==> src/design/ied_pkg.sv <==
`timescale 1ns / 1ps
// Package for the infix digit expression evaluator: widths, codes, word types.
// No dependencies.
package ied_pkg;

  localparam int VALUE_WIDTH = 32;               // arithmetic width, wraps
  localparam int CNT_W       = $clog2(VALUE_WIDTH);

  typedef logic [VALUE_WIDTH-1:0] val_t;

  // ASCII codes
  localparam logic [7:0] CH_PLUS  = 8'h2B;
  localparam logic [7:0] CH_MINUS = 8'h2D;
  localparam logic [7:0] CH_STAR  = 8'h2A;
  localparam logic [7:0] CH_SLASH = 8'h2F;
  localparam logic [7:0] CH_SPACE = 8'h20;
  localparam logic [7:0] CH_ZERO  = 8'h30;
  localparam logic [7:0] CH_NINE  = 8'h39;

  // result status codes
  localparam logic [1:0] STAT_OK      = 2'd0;
  localparam logic [1:0] STAT_DIVZ    = 2'd1;
  localparam logic [1:0] STAT_MISSING = 2'd2;

  typedef enum logic [1:0] {
    OP_NONE = 2'd0,
    OP_MUL  = 2'd1,
    OP_DIV  = 2'd2
  } prod_op_t;

  typedef enum logic [2:0] {
    S_IDLE,
    S_EXEC,
    S_MUL,
    S_DIV,
    S_NEGQ,
    S_FOLD
  } ied_state_t;

  typedef struct packed {
    logic [7:0] ch;
    logic       final_char;
  } in_word_t;

  typedef struct packed {
    logic signed [31:0] value;
    logic [1:0]         status;
  } out_word_t;

  // core -> top result offer
  typedef struct packed {
    logic      valid;
    out_word_t word;
  } ied_emit_t;

  // shared adder/subtractor result
  typedef struct packed {
    val_t res;
    logic cout;
  } ied_alu_t;

  // operand value of a character; non-digits count as 0
  function automatic logic [3:0] digit_val(input logic [7:0] c);
    logic [3:0] d;
    d = 4'd0;
    if (c >= CH_ZERO && c <= CH_NINE) begin
      d = 4'(c - CH_ZERO);
    end
    return d;
  endfunction

endpackage

==> src/design/ied_alu.sv <==
`timescale 1ns / 1ps
// Shared VALUE_WIDTH adder/subtractor with carry out (carry = no borrow on sub).
// Depends on ied_pkg.
module ied_alu
  import ied_pkg::*;
(
  input  val_t     a,
  input  val_t     b,
  input  logic     sub,
  output ied_alu_t y
);

  logic [VALUE_WIDTH:0] sum;

  assign sum    = {1'b0, a} + {1'b0, b ^ {VALUE_WIDTH{sub}}} + (VALUE_WIDTH+1)'(sub);
  assign y.res  = sum[VALUE_WIDTH-1:0];
  assign y.cout = sum[VALUE_WIDTH];

endmodule

==> src/design/ied_core.sv <==
`timescale 1ns / 1ps
// Sequencer and evaluation state; every add, subtract, negate, multiply step
// and divide step goes through one ied_alu. Depends on ied_pkg, ied_alu.
module ied_core
  import ied_pkg::*;
(
  input  logic      clk,
  input  logic      rst_n,
  input  logic      start,
  input  in_word_t  in_word,
  input  logic      emit_ack,
  output logic      idle,
  output ied_emit_t emit
);

  ied_state_t state_r, state_nxt;
  logic [7:0] ch_r, ch_nxt;
  logic       last_r, last_nxt;
  val_t       sum_r, sum_nxt;
  val_t       term_r, term_nxt;
  logic       sub_r, sub_nxt;
  prod_op_t   op_r, op_nxt;
  logic       want_r, want_nxt;
  logic       halt_r, halt_nxt;
  logic       zdiv_r, zdiv_nxt;
  val_t       work_r, work_nxt;      // mul accumulator / div dividend+quotient
  logic [3:0] rem_r, rem_nxt;
  logic       neg_r, neg_nxt;
  logic [CNT_W-1:0] cnt_r, cnt_nxt;

  val_t       alu_a, alu_b;
  logic       alu_sub;
  ied_alu_t   alu_y;
  logic [3:0] digit;
  logic [4:0] trial;
  val_t       quo;
  ied_state_t fin_state;

  ied_alu u_alu (
    .a   (alu_a),
    .b   (alu_b),
    .sub (alu_sub),
    .y   (alu_y)
  );

  assign digit     = digit_val(ch_r);
  assign trial     = {rem_r, work_r[VALUE_WIDTH-1]};
  assign quo       = {work_r[VALUE_WIDTH-2:0], alu_y.cout};
  assign fin_state = last_r ? S_FOLD : S_IDLE;
  assign idle      = (state_r == S_IDLE);

  always_ff @(posedge clk) begin
    if (!rst_n) begin
      state_r <= S_IDLE;
      sum_r   <= '0;
      term_r  <= '0;
      sub_r   <= 1'b0;
      op_r    <= OP_NONE;
      want_r  <= 1'b1;
      halt_r  <= 1'b0;
      zdiv_r  <= 1'b0;
    end else begin
      state_r <= state_nxt;
      sum_r   <= sum_nxt;
      term_r  <= term_nxt;
      sub_r   <= sub_nxt;
      op_r    <= op_nxt;
      want_r  <= want_nxt;
      halt_r  <= halt_nxt;
      zdiv_r  <= zdiv_nxt;
    end
  end

  always_ff @(posedge clk) begin
    ch_r   <= ch_nxt;
    last_r <= last_nxt;
    work_r <= work_nxt;
    rem_r  <= rem_nxt;
    neg_r  <= neg_nxt;
    cnt_r  <= cnt_nxt;
  end

  always_comb begin
    state_nxt = state_r;
    ch_nxt    = ch_r;
    last_nxt  = last_r;
    sum_nxt   = sum_r;
    term_nxt  = term_r;
    sub_nxt   = sub_r;
    op_nxt    = op_r;
    want_nxt  = want_r;
    halt_nxt  = halt_r;
    zdiv_nxt  = zdiv_r;
    work_nxt  = work_r;
    rem_nxt   = rem_r;
    neg_nxt   = neg_r;
    cnt_nxt   = cnt_r;
    alu_a     = '0;
    alu_b     = '0;
    alu_sub   = 1'b0;
    emit      = '0;

    unique case (state_r)
      S_IDLE: begin
        if (start) begin
          ch_nxt    = in_word.ch;
          last_nxt  = in_word.final_char;
          state_nxt = S_EXEC;
        end
      end

      S_EXEC: begin
        state_nxt = fin_state;
        if (!halt_r && ch_r != CH_SPACE) begin
          if (want_r) begin
            case (op_r)
              OP_MUL: begin
                work_nxt  = '0;
                cnt_nxt   = CNT_W'(3);
                state_nxt = S_MUL;
              end
              OP_DIV: begin
                if (digit == 4'd0) begin
                  zdiv_nxt = 1'b1;
                  term_nxt = '0;
                  op_nxt   = OP_NONE;
                  want_nxt = 1'b0;
                end else begin
                  // magnitude of the dividend
                  alu_b     = term_r;
                  alu_sub   = 1'b1;
                  neg_nxt   = term_r[VALUE_WIDTH-1];
                  work_nxt  = term_r[VALUE_WIDTH-1] ? alu_y.res : term_r;
                  rem_nxt   = 4'd0;
                  cnt_nxt   = CNT_W'(VALUE_WIDTH-1);
                  state_nxt = S_DIV;
                end
              end
              default: begin
                term_nxt = VALUE_WIDTH'(digit);
                op_nxt   = OP_NONE;
                want_nxt = 1'b0;
              end
            endcase
          end else begin
            case (ch_r) inside
              CH_STAR: begin
                op_nxt   = OP_MUL;
                want_nxt = 1'b1;
              end
              CH_SLASH: begin
                op_nxt   = OP_DIV;
                want_nxt = 1'b1;
              end
              CH_PLUS, CH_MINUS: begin
                alu_a    = sum_r;
                alu_b    = term_r;
                alu_sub  = sub_r;
                sum_nxt  = alu_y.res;
                term_nxt = '0;
                sub_nxt  = (ch_r == CH_MINUS);
                op_nxt   = OP_NONE;
                want_nxt = 1'b1;
              end
              default: halt_nxt = 1'b1;
            endcase
          end
        end
      end

      S_MUL: begin
        // shift-add over the 4 digit bits, MSB first
        alu_a    = {work_r[VALUE_WIDTH-2:0], 1'b0};
        alu_b    = digit[cnt_r[1:0]] ? term_r : '0;
        work_nxt = alu_y.res;
        cnt_nxt  = cnt_r - CNT_W'(1);
        if (cnt_r == '0) begin
          term_nxt  = alu_y.res;
          op_nxt    = OP_NONE;
          want_nxt  = 1'b0;
          state_nxt = fin_state;
        end
      end

      S_DIV: begin
        // restoring step: one quotient bit per cycle
        alu_a    = VALUE_WIDTH'(trial);
        alu_b    = VALUE_WIDTH'(digit);
        alu_sub  = 1'b1;
        rem_nxt  = alu_y.cout ? alu_y.res[3:0] : trial[3:0];
        work_nxt = quo;
        cnt_nxt  = cnt_r - CNT_W'(1);
        if (cnt_r == '0) begin
          if (neg_r) begin
            state_nxt = S_NEGQ;
          end else begin
            term_nxt  = quo;
            op_nxt    = OP_NONE;
            want_nxt  = 1'b0;
            state_nxt = fin_state;
          end
        end
      end

      S_NEGQ: begin
        alu_b     = work_r;
        alu_sub   = 1'b1;
        term_nxt  = alu_y.res;
        op_nxt    = OP_NONE;
        want_nxt  = 1'b0;
        state_nxt = fin_state;
      end

      S_FOLD: begin
        alu_a            = sum_r;
        alu_b            = term_r;
        alu_sub          = sub_r;
        emit.valid       = 1'b1;
        emit.word.value  = 32'(signed'(alu_y.res));
        emit.word.status = zdiv_r ? STAT_DIVZ :
                           (want_r && !halt_r) ? STAT_MISSING : STAT_OK;
        if (emit_ack) begin
          sum_nxt   = '0;
          term_nxt  = '0;
          sub_nxt   = 1'b0;
          op_nxt    = OP_NONE;
          want_nxt  = 1'b1;
          halt_nxt  = 1'b0;
          zdiv_nxt  = 1'b0;
          state_nxt = S_IDLE;
        end
      end

      default: state_nxt = S_IDLE;
    endcase
  end

endmodule

==> src/design/infix_digit_expression_evaluator.sv <==
`timescale 1ns / 1ps
// Top level of the infix digit expression evaluator: handshakes, result register.
// Depends on ied_pkg, ied_core (which uses ied_alu).
//
//   channel | dir | ports                        | word
//   --------+-----+------------------------------+---------------------------
//   input   | in  | in_valid  in_ready  in_data  | in_word_t  {ch, final_char}
//   result  | out | out_valid out_ready out_data | out_word_t {value, status}
//
// Per word: a space, operator, plain operand or skipped char passes through
// S_EXEC only; an operand after '*' adds 4 shift-add steps; a nonzero
// operand after '/' adds one restoring step per bit of the 32-bit dividend, plus
// the quotient negation for a negative dividend; a zero divisor after '/' adds none.
// A final word adds the S_FOLD state. The single shared adder sets all of this.
// Reset (rst_n low, synchronous) clears the expression state and the valid flag
// of the result register. A waiting result does not block new words; only the next final
// word waits in its fold cycle until the result register frees up.
module infix_digit_expression_evaluator
  import ied_pkg::*;
(
  input  logic      clk,
  input  logic      rst_n,
  input  logic      in_valid,
  output logic      in_ready,
  input  in_word_t  in_data,
  output logic      out_valid,
  input  logic      out_ready,
  output out_word_t out_data
);

  logic      core_idle;
  logic      emit_ack;
  ied_emit_t emit;
  logic      out_valid_r, out_valid_nxt;
  out_word_t out_data_r, out_data_nxt;

  // result register can take a word when empty or being drained
  assign emit_ack = !out_valid_r || out_ready;
  assign in_ready = core_idle;

  ied_core u_core (
    .clk      (clk),
    .rst_n    (rst_n),
    .start    (in_valid && in_ready),
    .in_word  (in_data),
    .emit_ack (emit_ack),
    .idle     (core_idle),
    .emit     (emit)
  );

  always_comb begin
    out_valid_nxt = out_valid_r;
    out_data_nxt  = out_data_r;
    if (out_valid_r && out_ready) begin
      out_valid_nxt = 1'b0;
    end
    if (emit.valid && emit_ack) begin
      out_valid_nxt = 1'b1;
      out_data_nxt  = emit.word;
    end
  end

  always_ff @(posedge clk) begin
    if (!rst_n) begin
      out_valid_r <= 1'b0;
    end else begin
      out_valid_r <= out_valid_nxt;
    end
  end

  always_ff @(posedge clk) begin
    out_data_r <= out_data_nxt;
  end

  assign out_valid = out_valid_r;
  assign out_data  = out_data_r;

  // one word at a time: the core is busy right after taking a word
  a_busy_after_accept: assert property (@(posedge clk) disable iff (!rst_n)
    (in_valid && in_ready) |=> !in_ready)
    else $error("input taken while core busy");

  // a result is never offered in the cycle right after a word is taken
  a_no_early_emit: assert property (@(posedge clk) disable iff (!rst_n)
    (in_valid && in_ready) |=> !emit.valid)
    else $error("result offered without evaluation");

  // a granted result lands in the result register
  a_emit_lands: assert property (@(posedge clk) disable iff (!rst_n)
    (emit.valid && emit_ack) |=> (out_valid && out_data.status != 2'd3))
    else $error("granted result lost");

endmodule
==> config.mk <==
export PLATFORM = sky130hd
export DESIGN_NAME = infix_digit_expression_evaluator
export DESIGN_NICKNAME = d
export VERILOG_FILES = /design/src/design/ied_pkg.sv /design/src/design/ied_alu.sv /design/src/design/ied_core.sv /design/src/design/infix_digit_expression_evaluator.sv
export SDC_FILE = /design/constraint.sdc
export NUM_CORES = 1
export LEC_CHECK = 0
export CAP_MARGIN = 30
export CORE_MARGIN = 10
export CORE_UTILIZATION = 30
export CTS_CLUSTER_DIAMETER = 50
export DETAILED_ROUTE_END_ITERATION = 7
export DONT_BUFFER_PORTS = 1
export GPL_TIMING_DRIVEN = 0
export PLACE_DENSITY = 0.52
export REMOVE_ABC_BUFFERS = 1
export SYNTH_ARGS = -nofsm -noshare
export SYNTH_HDL_FRONTEND = slang
export SYNTH_SLANG_ARGS = --single-unit
==> constraint.sdc <==
create_clock -name clk -period 15.8 [get_ports clk]
set_input_delay 0 -clock clk [delete_from_list [all_inputs] [get_ports clk]]
set_output_delay 0 -clock clk [all_outputs]
set_load 0.02 [all_outputs]
Word level (Yosys, flattened, before mapping)
Cells that the tools add are included.
Operators by class
  add/sub/neg operators: 4
  magnitude comparators: 3
  equal/unequal tests: 35
  multiplexer cells: 117
  bitwise logic cells: 3
  reductions and logical operators: 34
Operators with widths (number)
  32-bit two-way mux: 31
  32-bit one-hot mux with 5 select lines: 2
  32-bit one-hot mux with 2 select lines: 3
  32-bit one-hot mux with 4 select lines: 1
  32-bit one-hot mux with 3 select lines: 1
  35-bit two-way mux: 1
  1-bit two-way mux: 34
  32-bit by 32-bit adder with 33-bit output: 1
  33-bit by 1-bit adder with 33-bit output: 1
  8-bit by 6-bit == test with 1-bit output (second input constant): 4
  32-bit bitwise XOR: 1
  3-bit two-way mux: 9
  2-bit two-way mux: 12
  4-bit two-way mux: 6
  5-bit one-hot mux with 2 select lines: 2
  5-bit AND reduction: 4
  3-bit one-hot mux with 6 select lines: 1
  2-bit != test (second input constant): 8
  5-bit two-way mux: 3
  2-bit by 1-bit != test with 1-bit output (second input constant): 7
  7-bit AND reduction: 2
  6-bit AND reduction: 2
  2-bit one-hot mux with 5 select lines: 1
  10-bit AND reduction: 1
  other kinds (37): 58
Word-level totals
  register bits after elaboration: 159
  input port bits: 13
  output and inout port bits: 36
  word-level logic and storage cells: 214

Depth between registers and ports, before layout
Gate-level depths: netlist of the first run.
  depth after elaboration: 18
  depth in mapped cells: 22
  mapped depth without buffers: 19

Hierarchy
Synthesis of the first run repeated with hierarchy kept, for this count alone.
Second synthesis, totals
  cell total of the unflattened synthesis: 1138
  area total of the unflattened synthesis: 10293.6 sq um
Modules (own cells, without submodules)
  ied_core: instances 1, cells an instance 797, area each 7103.1 sq um, seq. area each 2992.9 sq um
  ied_alu: instances 1, cells an instance 301, area each 2105.8 sq um, seq. area each 0.0 sq um
  infix_digit_expression_evaluator: instances 1, cells an instance 40, area each 1084.8 sq um, seq. area each 1041.0 sq um

Worst setup path before layout of the first run
Ideal clock, no wire load.
  kind: reg-to-reg
  start point: reg u_core.ch_r[1]
  end point: reg u_core.work_r[0] (data pin)
  setup time: 0.261 ns
  data arrival time: 4.808 ns
  data required time: 15.539 ns
  path slack: 10.731 ns
  cell stages (with the launch flop): 20
  buffers on the path: 3
  period minus slack after synthesis: 5.069 ns
  cell sequence: edfxtp_1 > buf_6 > or4_4 > and4_1 > buf_6 > a22oi_1 > o21ai_1 > clkbuf_1 > xnor2_1 > ha_1 > and2_1 > a221o_1 > or3b_1 > and4b_1 > o211ai_2 > o211ai_1 > and4b_1 > a211oi_2 > nor2_1 > a221o_1
On the way
  cells in the longest elaborated chain, start to end: 18
  elaborated cells on any way between the ends: 47
  classes of those cells: add/sub (3); order compare (2); eq/ne (5); mux (32); bitwise (1); reduce/logical (4)
Ends and longest elaborated chain
  start: declaration: RTL line ied_core.sv:17  | logic [7:0] ch_r, ch_nxt;
  start signal: assignment: RTL line ied_core.sv:75  | ch_r <= ch_nxt;
  8-bit by 6-bit >= comparator with 1-bit output / 8-bit by 6-bit less-or-equal comparator with 1-bit output (equally long branches): RTL line ied_pkg.sv:66  | if (c >= CH_ZERO && c <= CH_NINE) begin
  1-bit logical AND: RTL line ied_pkg.sv:66
  4-bit two-way mux: RTL line ied_pkg.sv:66
  4-bit zero test: RTL line ied_core.sv:123  | if (digit == 4'd0) begin
  32-bit two-way mux / 1-bit two-way mux (equally long branches)
  32-bit two-way mux / 1-bit two-way mux (equally long branches): RTL line ied_core.sv:116  | case (op_r)
  32-bit two-way mux / 1-bit two-way mux (equally long branches): RTL line ied_core.sv:115  | if (want_r) begin
  32-bit two-way mux / 1-bit two-way mux (equally long branches): RTL line ied_core.sv:114  | if (!halt_r && ch_r != CH_SPACE) begin
  (+3 left out)
  33-bit by 1-bit adder with 33-bit output *: RTL line ied_alu.sv:15  | assign sum = {1'b0, a} + {1'b0, b ^ {VALUE_WIDTH{sub}}} + (VALUE_WIDTH+1)'(sub);
  32-bit two-way mux: RTL line ied_core.sv:133  | work_nxt = term_r[VALUE_WIDTH-1] ? alu_y.res : term_r;
  32-bit two-way mux: RTL line ied_core.sv:123
  32-bit one-hot mux with 2 select lines: RTL line ied_core.sv:116
  32-bit two-way mux: RTL line ied_core.sv:115
  32-bit two-way mux: RTL line ied_core.sv:114
  32-bit one-hot mux with 3 select lines *: RTL line ied_core.sv:103  | unique case (state_r)
  net u_core.work_nxt[0]: RTL line ied_core.sv:26  | val_t work_r, work_nxt;
  end signal: assignment: RTL line ied_core.sv:77  | work_r <= work_nxt;
  end: declaration: RTL line ied_core.sv:26
The timed path passes the listed nets; every way through them passes the cells marked *. The select of a mux whose other input is x is not followed.
A chain may end at the register's enable or synchronous reset.

Worst setup path in the final report of the first run
  start point: reg u_core.state_r[1]
  end point: reg u_core.work_r[0] (data pin)
On the way
  cells in the longest elaborated chain, start to end: 12
  elaborated cells on any way between the ends: 18
  classes of those cells: add/sub (2); eq/ne (5); mux (9); bitwise (1); reduce/logical (1)
Ends and longest elaborated chain
  start: declaration: RTL line ied_core.sv:16  | ied_state_t state_r, state_nxt;
  start signal: assignment: RTL line ied_core.sv:63  | state_r <= state_nxt;
  3-bit == test / 3-bit by 2-bit == test with 1-bit output (equally long branches): RTL line ied_core.sv:103
  2-bit OR reduction (no line)
  1-bit one-hot mux with 3 select lines: RTL line ied_core.sv:103
  32-bit bitwise XOR: RTL line ied_alu.sv:15
  32-bit by 32-bit adder with 33-bit output: RTL line ied_alu.sv:15
  33-bit by 1-bit adder with 33-bit output: RTL line ied_alu.sv:15
  32-bit two-way mux: RTL line ied_core.sv:133
  32-bit two-way mux: RTL line ied_core.sv:123
  32-bit one-hot mux with 2 select lines: RTL line ied_core.sv:116
  32-bit two-way mux: RTL line ied_core.sv:115
  32-bit two-way mux: RTL line ied_core.sv:114
  32-bit one-hot mux with 3 select lines *: RTL line ied_core.sv:103
  net u_core.work_nxt[0]: RTL line ied_core.sv:26
Marked as above.

==> summary.md, run 1 <==
| Metric | Value |
|---|---|
| Number of flip-flops and latches in the synthesized netlist | `159` |
| Setup Total Neg Slack | `0 ps` |
| End of the worst register-to-register path | `u_core.work_r[0]` |
| Leakage power | `3.90 nW` |
| Asr flop ratio synth | `0%` |
| MaxCap Viol Count | `0` |
| Final ANT Viol Nets | `0` |
| Post-synthesis to final-layout area growth | `14.7%` |
| Number of antenna violations at the first check in global routing | `1` |
| Final Core Density | `35.0%` |
| Number of buffers between clock root and the deepest sink | `2` |
| Run status | `completed` |
| Minimum period implied by the final worst setup slack | `6630 ps` |
| Die boundary height | `202 um` |
| Gp weighted congestion | `0.885` |
| Area share of the leading cell type in the synthesized netlist | `25.7%` |
| Horiz. Die Dim | `202 um` |
| Synth area leader | `edfxtp_1` |
| Library cell used as clock root buffer | `clkbuf_16` |
| Syn_area_per_cell | `9.21 um2` |
| Capturing element type of the critical path | `flip-flop` |
| CTS buffer count | `17` |
| Synth Warn # | `0` |
| Startpoint class of the critical path | `flip-flop` |
| Critical Path AT | `6830 ps` |
| Mean number of vias per cell | `5.69` |
| Synth cell types | `78` |
| Top achievable clock speed | `151 MHz` |
| Cells after synthesis | `1080` |
| Total power divided by cell area | `86.4 nW/um2` |
| Final clock period utilization by the worst path | `42.0%` |
| CTS sink count | `159` |
| Worst Tran Pin Value | `1090 ps` |
| R2r worst-path depth | `17` |
| Clock Skew | `12.1 ps` |
| Setup repair after global routing missed its margin | `no` |
| Post-layout net count | `1110` |
| Worst EP required | `16000 ps` |
| Min Hold Slack | `31.5 ps` |
| Vias after detailed routing | `8639` |
| Area fraction in compound gates after synthesis | `27.0%` |
| Post-CTS Repair Setup Buffers | `0` |
| WHS Endpoint | `u_core.ch_r[0]` |
| Worst path slowest cell | `and2_2` |
| Fraction of synthesized area in multiplexers | `2.05%` |
| Largest cells by area after synthesis | `edfxtp_1 26%, dfxtp_1 15%, a22oi_1 5.9%` |
| Std-Cell Core Area | `32600 um2` |
| Hold depth | `1` |
| Max Transition Viols Final | `0` |
| Layout cell share with drive strength beyond 1 | `8.85%` |
| GRT Total Usage | `16.0%` |
| Fillcell total | `3314` |
| Quantity of I/O buffers inserted on ports | `0` |
| Top-level I/O count | `49` |
| Crit path from | `u_core.state_r[1]` |
| TritonCTS clock tree | `built` |
| Clk_lat worst skew | `450 ps` |
| Hold crit path type | `input port to flip-flop` |
| Area share of xor/xnor cells in the synthesized design | `5.71%` |
| Routed len/inst | `21.8 um` |
| Crit Reg-Reg Startpoint | `u_core.state_r[1]` |
| Largest fanout on the critical path | `37` |
| Setup slack of the critical path after layout | `9170 ps` |
| Adder and majority cell fraction of the synthesized area | `4.60%` |
| Final number of hold-violating endpoints | `0` |
| Wire length of the first global-routing pass | `51200 um` |
| Reg-to-reg setup timing slack | `9170 ps` |
| Clock input transition at the sequential cells of the worst setup and hold paths | `70 ps` |
| HPWL after DPL | `22300 um` |
| Worst hold path startpoint | `in_valid` |
| Post-synthesis cell area | `9950 um2` |
| CTS H-tree lvls | `4` |
| Initial cell density of the core | `30.5%` |
| First-pass detailed-route iteration total | `5` |
| Fraction of the mapped netlist area in simple logic gates | `16.4%` |
| Delay of the slowest cell on the worst path | `950 ps` |
| Post-synthesis sequential area ratio | `40.5%` |
| Overflow left after global routing | `0` |
| Combinational family with the most area after synthesis | `compound AO/OA/AOI/OAI gates` |
| Remaining routing DRC violations | `0` |
| Cells along the critical path | `nor2b_1 -> and2_2 -> a21oi_1 -> o21ai_4 -> buf_16 -> xnor2_1 -> ha_1 -> and2_1 -> a221o_1 -> or3b_1 -> and4b_1 -> o211ai_2 -> o211ai_1 -> and4b_1 -> a211oi_2 -> nor2_1 -> a221o_1` |
| Count leader, synth | `edfxtp_1` |
| Dominant register cell in the synthesized netlist | `edfxtp_1` |
| Largest net degree at the start of global routing | `63` |
| Row count | `66` |
| Drt initial violations | `899` |
| Overall routed net length | `33200 um` |
| Most frequent cells after synthesis | `85 x edfxtp_1, 84 x nand2_1, 80 x nor2_1` |
| Peak VDD IR | `72.3 uV` |
| Number of global-route vias before repair | `8466` |
| Critical path class | `flip-flop to flip-flop` |
| Final setup vio count | `0` |
| Die area | `40800 um2` |
| Number of flops mapped to enable cells by yosys | `85` |
| Worst slew margin relative to its limit | `27.5%` |
| Setup WS pre-CTS | `9250 ps` |
[cell families after synthesis]
kind of cell	count (synthesis)
and+or+nand+nor	327
DFF	159
buffers and inverters	92
xor gates and xnor gates	64
adders and majority gates	36
AOI/OAI and AO/OA	383
muxes	19
[flip-flops by register name, summed over array words and instances (netlist names)]
name            flops
u_core.halt_r       1
u_core.cnt_r        5
u_core.sum_r       32
u_core.sub_r        1
u_core.want_r       1
u_core.rem_r        4
u_core.state_r      3
u_core.zdiv_r       1
u_core.op_r         2
u_core.term_r      32
u_core.ch_r         8
out_valid           1
u_core.neg_r        1
out_data           34
u_core.last_r       1
u_core.work_r      32
[cell usage in the layout, fill, tap and decap left out, types with 16 or more instances in the layout]
master,netlist,final
edfxtp_1,85,85
clkbuf_16,0,17
a21o_1,22,21
xnor2_1,51,51
o211ai_1,16,16
a22o_1,34,34
and2_1,27,26
a21oi_1,57,56
nand3_1,24,24
inv_1,20,19
a22oi_1,78,78
nand2_1,84,82
ha_1,35,35
mux2i_1,17,17
o21ai_1,30,29
o21ai_0,57,56
nor2_1,80,76
dfxtp_1,74,73
nor2b_1,31,31
[worst max-delay path, delay by kind of cell (launching register included)]
family                   cells  cell delay, ps
adder cells (fa/ha/maj)      1             350
buffers and inverters        1             220
AO/OA/AOI/OAI                7            2090
AND/OR/NAND/NOR              7            2930
flip-flops                   1             680
XOR/XNOR                     1              80
[worst max-delay path by stage]
stage	cells past startpoint	slack, ps	to
after floorplan	16	9190	u_core.work_r[0]
after global placement	15	6120	u_core.work_r[0]
after detailed placement	17	9250	u_core.work_r[0]
after CTS	17	9230	u_core.work_r[0]
after global routing	17	8810	u_core.work_r[0]
final	17	9170	u_core.work_r[0]
[through the flow]
stage | instances | instance area, um2 | total power, mW
floorplan | 1008 | 9660 | 0.507
global placement | 1450 | 10200 | 0.532
detailed placement | 1470 | 10600 | 0.537
CTS | 1516 | 11400 | 0.991
global route | 1516 | 11400 | 1.02
finish | 1518 | 11400 | 0.985
[power by group]
group / internal (mW) / switching [mW] / leakage, nW
sequential: 0.437 / 0.00985 / 1.33
combinational: 0.0311 / 0.0586 / 2.28
clock: 0.265 / 0.184 / 0.296
total: 0.733 / 0.252 / 3.90
[area by class of cell]
| cell class | instances | area (um2) | area share [%] |
|---|---|---|---|
| inverters | 20 | 75.1 | 0.658 |
| repair buffers | 34 | 509 | 4.46 |
| well taps | 442 | 553 | 4.85 |
| flip-flops and latches | 159 | 4040 | 35.4 |
| clock inverters | 13 | 188 | 1.65 |
| multi-input cells | 829 | 5610 | 49.2 |
| clock buffers | 19 | 433 | 3.79 |
| diodes | 2 | 5.00 | 0.0439 |
[layer usage]
metal | track usage, % | up-vias | wire [um]
li1 | - | 4027 | -
met1 | 21.9 | 4232 | 15600
met4 | 5.33 | 0 | 703
met3 | 3.47 | 41 | 2420
met2 | 24.6 | 339 | 14400
met5 | 0 | - | 0
[what timing repair did]
item | in CTS | in global routing
setup endpoints to repair | 0 | 0
hold endpoints to repair | 67 | 0
resized for setup | 0 | 0
hold buffers | 14 | 0
Note: power is estimated with default switching activity, not from simulation.
==> run 2: changes to the inputs <==
Settings changed: PLACE_DENSITY 0.52 to 0.53.
Clock period 15.8 ns to 6 ns, I/O delays scaled along.
==> summary.md, run 2 (synthesized netlist as in run 1, its figures left out) <==
| Metric | Value |
|---|---|
| Hold crit path type | `input port to flip-flop` |
| Largest fanout on the critical path | `23 (-38%)` |
| Wire length of the first global-routing pass | `50500 um (-1.4%)` |
| Vias after detailed routing | `8641 (+0.023%)` |
| Met2 routing resource usage after global routing | `24.0% (-0.53 points)` |
| MaxCap Viol Count | `0 (unchanged)` |
| Clock input transition at the sequential cells of the worst setup and hold paths | `60 ps (about the same)` |
| Total power divided by cell area | `228 nW/um2 (+160%)` |
| Routed len/inst | `21.7 um (-0.47%)` |
| Number of buffers between clock root and the deepest sink | `2 (unchanged)` |
| Clock Skew | `22.1 ps (+10.0 ps)` |
| Most used routing layer in global routing | `met2` |
| Initial cell density of the core | `30.5% (unchanged)` |
| Minimum period implied by the final worst setup slack | `5680 ps (-957 ps)` |
| Setup Total Neg Slack | `0 ps (unchanged)` |
| Top library cells by usage in the layout, fill and taps aside | `85 x edfxtp_1, 82 x nand2_1, 78 x a22oi_1` |
| Largest net degree at the start of global routing | `63 (unchanged)` |
| Horiz. Die Dim | `202 um (unchanged)` |
| Worst Tran Pin Value | `1110 ps (+22.9 ps)` |
| Worst slew margin relative to its limit | `26.1% (-1.4 points)` |
| Top achievable clock speed | `176 MHz (+17%)` |
| Flip-flop count of the largest register after layout | `34 (unchanged)` |
| Top-level I/O count | `49 (unchanged)` |
| Peak VDD IR | `189 uV (+160%)` |
| Row count | `66 (unchanged)` |
| Die boundary height | `202 um (unchanged)` |
| Max Transition Viols Final | `0 (unchanged)` |
| Std-Cell Core Area | `32600 um2 (unchanged)` |
| CTS sink count | `159 (unchanged)` |
| Gp weighted congestion | `0.885 (about the same)` |
| Critical path class | `flip-flop to flip-flop` |
| Startpoint class of the critical path | `flip-flop` |
| Post-layout net count | `1113 (+0.27%)` |
| CTS buffer count | `17 (unchanged)` |
| Quantity of I/O buffers inserted on ports | `0 (unchanged)` |
| Number of global-route vias before repair | `8277 (-2.2%)` |
| Design Area, Final | `11500 um2 (+0.80%)` |
| Mean number of vias per cell | `5.69 (about the same)` |
| Critical Path AT | `5870 ps (-960 ps)` |
| Instance area after placement | `10600 um2 (about the same)` |
| Final ANT Viol Nets | `0 (unchanged)` |
| Setup WS pre-CTS | `-540 ps (-9790 ps)` |
| HPWL after DPL | `22200 um (-0.56%)` |
| Final Core Density | `35.3% (+0.28 points)` |
| Final setup vio count | `0 (unchanged)` |
| Overall routed net length | `33000 um (-0.41%)` |
| Met3 global-route usage | `2.97% (-0.50 points)` |
| Final number of hold-violating endpoints | `0 (unchanged)` |
| Post-synthesis to final-layout area growth | `15.6%` |
| Leakage power | `3.93 nW (+0.84%)` |
| Run status | `completed` |
| Area taken by flip-flops and latches | `4040 um2 (about the same)` |
| TritonCTS clock tree | `built` |
| GRT Total Usage | `15.7% (-0.33 points)` |
| Final clock period utilization by the worst path | `94.6% (+53 points)` |
| Capturing element type of the critical path | `flip-flop` |
| Clk_lat worst skew | `460 ps (about the same)` |
| Leading cell type in the layout, fill and taps excluded | `edfxtp_1` |
| Footprint of the multi-input gates | `5640 um2 (+0.54%)` |
| Overflow left after global routing | `0 (unchanged)` |
| Drt initial violations | `911 (+1.3%)` |
| First-pass detailed-route iteration total | `7 (+2)` |
| Antenna cell count | `0 (-2)` |
| Remaining routing DRC violations | `0 (unchanged)` |
| Library cell used as clock root buffer | `clkbuf_16` |
| CTS H-tree lvls | `4 (unchanged)` |
| Fraction of met1 tracks used by global routing | `22.1% (+0.13 points)` |
| Die area | `40800 um2 (unchanged)` |
| Setup slack of the critical path after layout | `325 ps (-8840 ps)` |
| Number of antenna violations at the first check in global routing | `0 (-1)` |
| Layout cell share with drive strength beyond 1 | `9.38% (+0.53 points)` |
| Fillcell total | `3275 (-1.2%)` |
| Worst EP required | `6190 ps (-9810 ps)` |
[run 2: changes by cell type in the layout (fill, tap and decap cells not counted), sizes merged]
cell | previous run | this run
and2 | 27 | 28
clkbuf | 19 | 21
buf | 21 | 23
diode | 2 | 0
inv | 22 | 23
clkinv | 5 | 0
clkinvlp | 2 | 4
[run 2: repair_timing]
item,4_1_cts,5_1_grt
pin swaps,0,1
hold buffers,14,0
gates cloned,0,1
gates resized for setup,5,2
hold endpoints to repair,67,0
buffers inserted,0,2
endpoints found under the setup margin,25,11
[run 2: worst paths after layout]
kind         cells past startpoint  slack (ps)          endpoint               from
max                             18         320  u_core.work_r[0]  u_core.state_r[2]
max reg2reg                     18         320  u_core.work_r[0]  u_core.state_r[2]
min                              1          20     u_core.last_r           in_valid
min reg2reg                      2         460  u_core.sum_r[27]   u_core.sum_r[27]
[run 2: per-layer routing]
| metal | vias to the layer above | wire, um |
|---|---|---|
| li1 | 4034 | - |
| met5 | - | 0 |
| met1 | 4238 | 15500 |
| met4 | 0 | 490 |
| met2 | 332 | 14600 |
| met3 | 37 | 2390 |
[run 2: where the power goes]
part / switching [mW] / total, mW / leakage, nW / internal, mW
logic: 0.154 / 0.235 / 2.31 / 0.0812
clock network: 0.485 / 1.21 / 0.298 / 0.725
registers: 0.0259 / 1.18 / 1.33 / 1.15
[run 2: stage by stage]
step / hold WS [ps] / power [mW] / cells
global placement: 82.6 / 1.40 / 1450
global route: 61.5 / 2.70 / 1519
detailed placement: 87.7 / 1.41 / 1469
CTS: 22.5 / 2.63 / 1515
finish: 19.8 / 2.62 / 1519
floorplan: 61.9 / 1.33 / 1008
[run 2: area by class of cell]
| cell class | instances | area share [%] |
|---|---|---|
| Clock buffer | 21 | 4.00 |
| Sequential cell | 159 | 35.1 |
| Tap cell | 442 | 4.81 |
| Clock inverter | 11 | 1.56 |
| Inverter | 20 | 0.653 |
| Multi-Input combinational cell | 830 | 49.0 |
| Timing Repair Buffer | 36 | 4.82 |
[run 2: critical path: stages (launching register included)]
cell and delay (ps):
dfxtp_1 630, nor2b_1 420, and2_2 530, a31oi_1 150, o21ai_4 230, buf_12 260, a21boi_4 100, o21ai_2 360
fa_1 300, nor2b_1 80, o211a_1 250, or3b_1 410, and4b_1 240, o211ai_2 260, o211ai_1 140, and4b_1 220
a211oi_4 430, nor2_1 110, a221o_1 280
==> run 3: changes to the inputs <==
Settings changed: CORE_MARGIN 10 to 5.
==> summary.md, run 3 (synthesized netlist as in run 1, its figures left out) <==
| Metric | Value |
|---|---|
| Post-synthesis to final-layout area growth | `14.9%` |
| Capturing element type of the critical path | `flip-flop` |
| Startpoint class of the critical path | `flip-flop` |
| Row count | `66 (unchanged)` |
| Leakage power | `3.91 nW (-0.45%)` |
| Std-Cell Core Area | `32600 um2 (unchanged)` |
| CTS sink count | `159 (unchanged)` |
| Largest net degree at the start of global routing | `63 (unchanged)` |
| Overall routed net length | `33000 um (about the same)` |
| Number of global-route vias before repair | `8396 (+1.4%)` |
| MaxCap Viol Count | `0 (unchanged)` |
| Buffer and inverter count on the worst path | `2 (+1)` |
| Layout cell share with drive strength beyond 1 | `9.56% (+0.19 points)` |
| Reg-to-reg setup timing slack | `310 ps (-20 ps)` |
| HPWL after DPL | `22100 um (-0.24%)` |
| Hold crit path type | `input port to flip-flop` |
| Setup slack of the critical path after layout | `308 ps (-17.0 ps)` |
| CTS H-tree lvls | `4 (unchanged)` |
| Cells along the critical path | `inv_1 -> ha_1 -> and4_1 -> a22oi_1 -> o21ai_4 -> buf_16 -> xnor2_1 -> ha_1 -> and2_1 -> a221o_1 -> or3b_1 -> and4b_1 -> o211ai_2 -> o211ai_1 -> and4b_1 -> a211oi_4 -> nor2_1 -> a221o_1` |
| TritonCTS clock tree | `built` |
| Hold depth | `1 (unchanged)` |
| Overflow left after global routing | `0 (unchanged)` |
| Top library cells by usage in the layout, fill and taps aside | `85 x edfxtp_1, 82 x nand2_1, 78 x a22oi_1` |
| Worst Tran Pin Value | `1050 ps (-57.2 ps)` |
| Largest fanout on the critical path | `12 (-48%)` |
| Quantity of I/O buffers inserted on ports | `0 (unchanged)` |
| Gp weighted congestion | `0.876 (-0.99%)` |
| # placed instances | `1470 (+0.068%)` |
| Final setup vio count | `0 (unchanged)` |
| Die area | `36900 um2 (-9.7%)` |
| GRT Total Usage | `18.1% (+2.4 points)` |
| Clock input transition at the sequential cells of the worst setup and hold paths | `70 ps (about the same)` |
| Total number of cells along the worst setup path | `18 (unchanged)` |
| Setup WS pre-CTS | `-565 ps (-25.4 ps)` |
| Setup repair after global routing missed its margin | `no` |
| Critical path class | `flip-flop to flip-flop` |
| Library cell used as clock root buffer | `clkbuf_16` |
| Routed len/inst | `21.7 um (about the same)` |
| Drt initial violations | `860 (-5.6%)` |
| Peak VDD IR | `190 uV (+0.99%)` |
| Critical Path AT | `5890 ps (+20 ps)` |
| Number of antenna violations at the first check in global routing | `0 (unchanged)` |
| Fillcell total | `3313 (+1.2%)` |
| Top achievable clock speed | `176 MHz (-0.30%)` |
| Worst path slowest cell | `o21ai_4` |
| Max Transition Viols Final | `0 (unchanged)` |
| Family of cells with the greatest summed delay on the critical path | `compound AO/OA/AOI/OAI gates` |
| Final number of hold-violating endpoints | `0 (unchanged)` |
| Remaining routing DRC violations | `0 (unchanged)` |
| Run status | `completed` |
| Delay of the slowest cell on the worst path | `540 ps (-90 ps)` |
| Final clock period utilization by the worst path | `94.9% (+0.28 points)` |
| R2r worst-path depth | `18 (unchanged)` |
| Final ANT Viol Nets | `0 (unchanged)` |
| Die boundary height | `192 um (-4.9%)` |
| Antenna cell count | `0 (unchanged)` |
| Flip-flop count of the largest register after layout | `34 (unchanged)` |
| Clk_lat worst skew | `450 ps (about the same)` |
| Post-layout net count | `1113 (unchanged)` |
| Total power divided by cell area | `219 nW/um2 (-3.7%)` |
| Worst EP required | `6200 ps (about the same)` |
| Leading cell type in the layout, fill and taps excluded | `edfxtp_1` |
| Top-level I/O count | `49 (unchanged)` |
| Clock Skew | `10.4 ps (-11.8 ps)` |
| Vias after detailed routing | `8699 (+0.67%)` |
| Initial cell density of the core | `30.5% (unchanged)` |
| Wire length of the first global-routing pass | `51000 um (+0.90%)` |
| CTS buffer count | `17 (unchanged)` |
| Non-filler cells, final | `1519 (unchanged)` |
| Worst slew margin relative to its limit | `29.7% (+3.6 points)` |
| Horiz. Die Dim | `192 um (-4.9%)` |
| Number of buffers between clock root and the deepest sink | `2 (unchanged)` |
| First-pass detailed-route iteration total | `6 (-1)` |
| Minimum period implied by the final worst setup slack | `5690 ps (+17.0 ps)` |
| Mean number of vias per cell | `5.73 (+0.67%)` |
-- run 3: layout make-up --
| type | count | area, um2 | area share [%] |
|---|---|---|---|
| clock inverters | 15 | 151 | 1.32 |
| inverters | 20 | 75.1 | 0.657 |
| well taps | 442 | 553 | 4.84 |
| flip-flops and latches | 159 | 4040 | 35.3 |
| repair buffers | 36 | 546 | 4.77 |
| multi-input cells | 830 | 5640 | 49.4 |
| clock buffers | 17 | 425 | 3.72 |
-- run 3: worst reg2reg max path: cells and delay by family (launching register included) --
kind,cells,cell delay (ps)
AO/OA/AOI/OAI,7,2200
XOR/XNOR,1,90
buffers and inverters,2,290
AND/OR/NAND/NOR,6,1680
flip-flops,1,320
adder cells (fa/ha/maj),2,870
-- run 3: power breakdown --
group          leakage [nW]  switching, mW  internal, mW
clock network         0.285          0.513         0.586
registers              1.33         0.0262          1.15
logic                  2.30          0.153        0.0805
total                  3.91          0.692          1.82
-- run 3: worst paths after layout --
check              startpoint                to
max reg2reg    u_core.op_r[0]  u_core.work_r[0]
max            u_core.op_r[0]  u_core.work_r[0]
min                  in_valid     u_core.last_r
min reg2reg  u_core.sum_r[25]  u_core.sum_r[25]
-- run 3: through the flow --
stage          hold WS, ps  area (um2)  total power [mW]  setup TNS (ps)  utilization (%)
3_5_place_dp          83.8       10600              1.41           -4880             32.6
2_1_floorplan         61.9        9660              1.33          -11750                -
5_1_grt               25.6       11400              2.60               0             35.0
6_report              22.6       11400              2.51               0             35.0
4_1_cts               10.8       11400              2.53               0             34.9
3_3_place_gp          81.9       10200              1.40         -374920             31.3
-- run 3: routing by layer --
| metal | vias to the layer above | share of wire, % | global-route usage [%] |
|---|---|---|---|
| li1 | 4039 | - | - |
| met1 | 4211 | 46 | 25.5 |
| met2 | 393 | 44 | 27.4 |
| met3 | 56 | 7.8 | 3.89 |
| met4 | 0 | 2.5 | 6.36 |
| met5 | - | 0 | 0 |
-- run 3: what timing repair did --
action                                  CTS  global route
setup buffers                             0             2
gates resized for setup                   5             3
hold buffers                             14             0
gates cloned                              1             0
pin swaps                                 0             1
endpoints found under the setup margin   30            10
hold endpoints to repair                 67             0
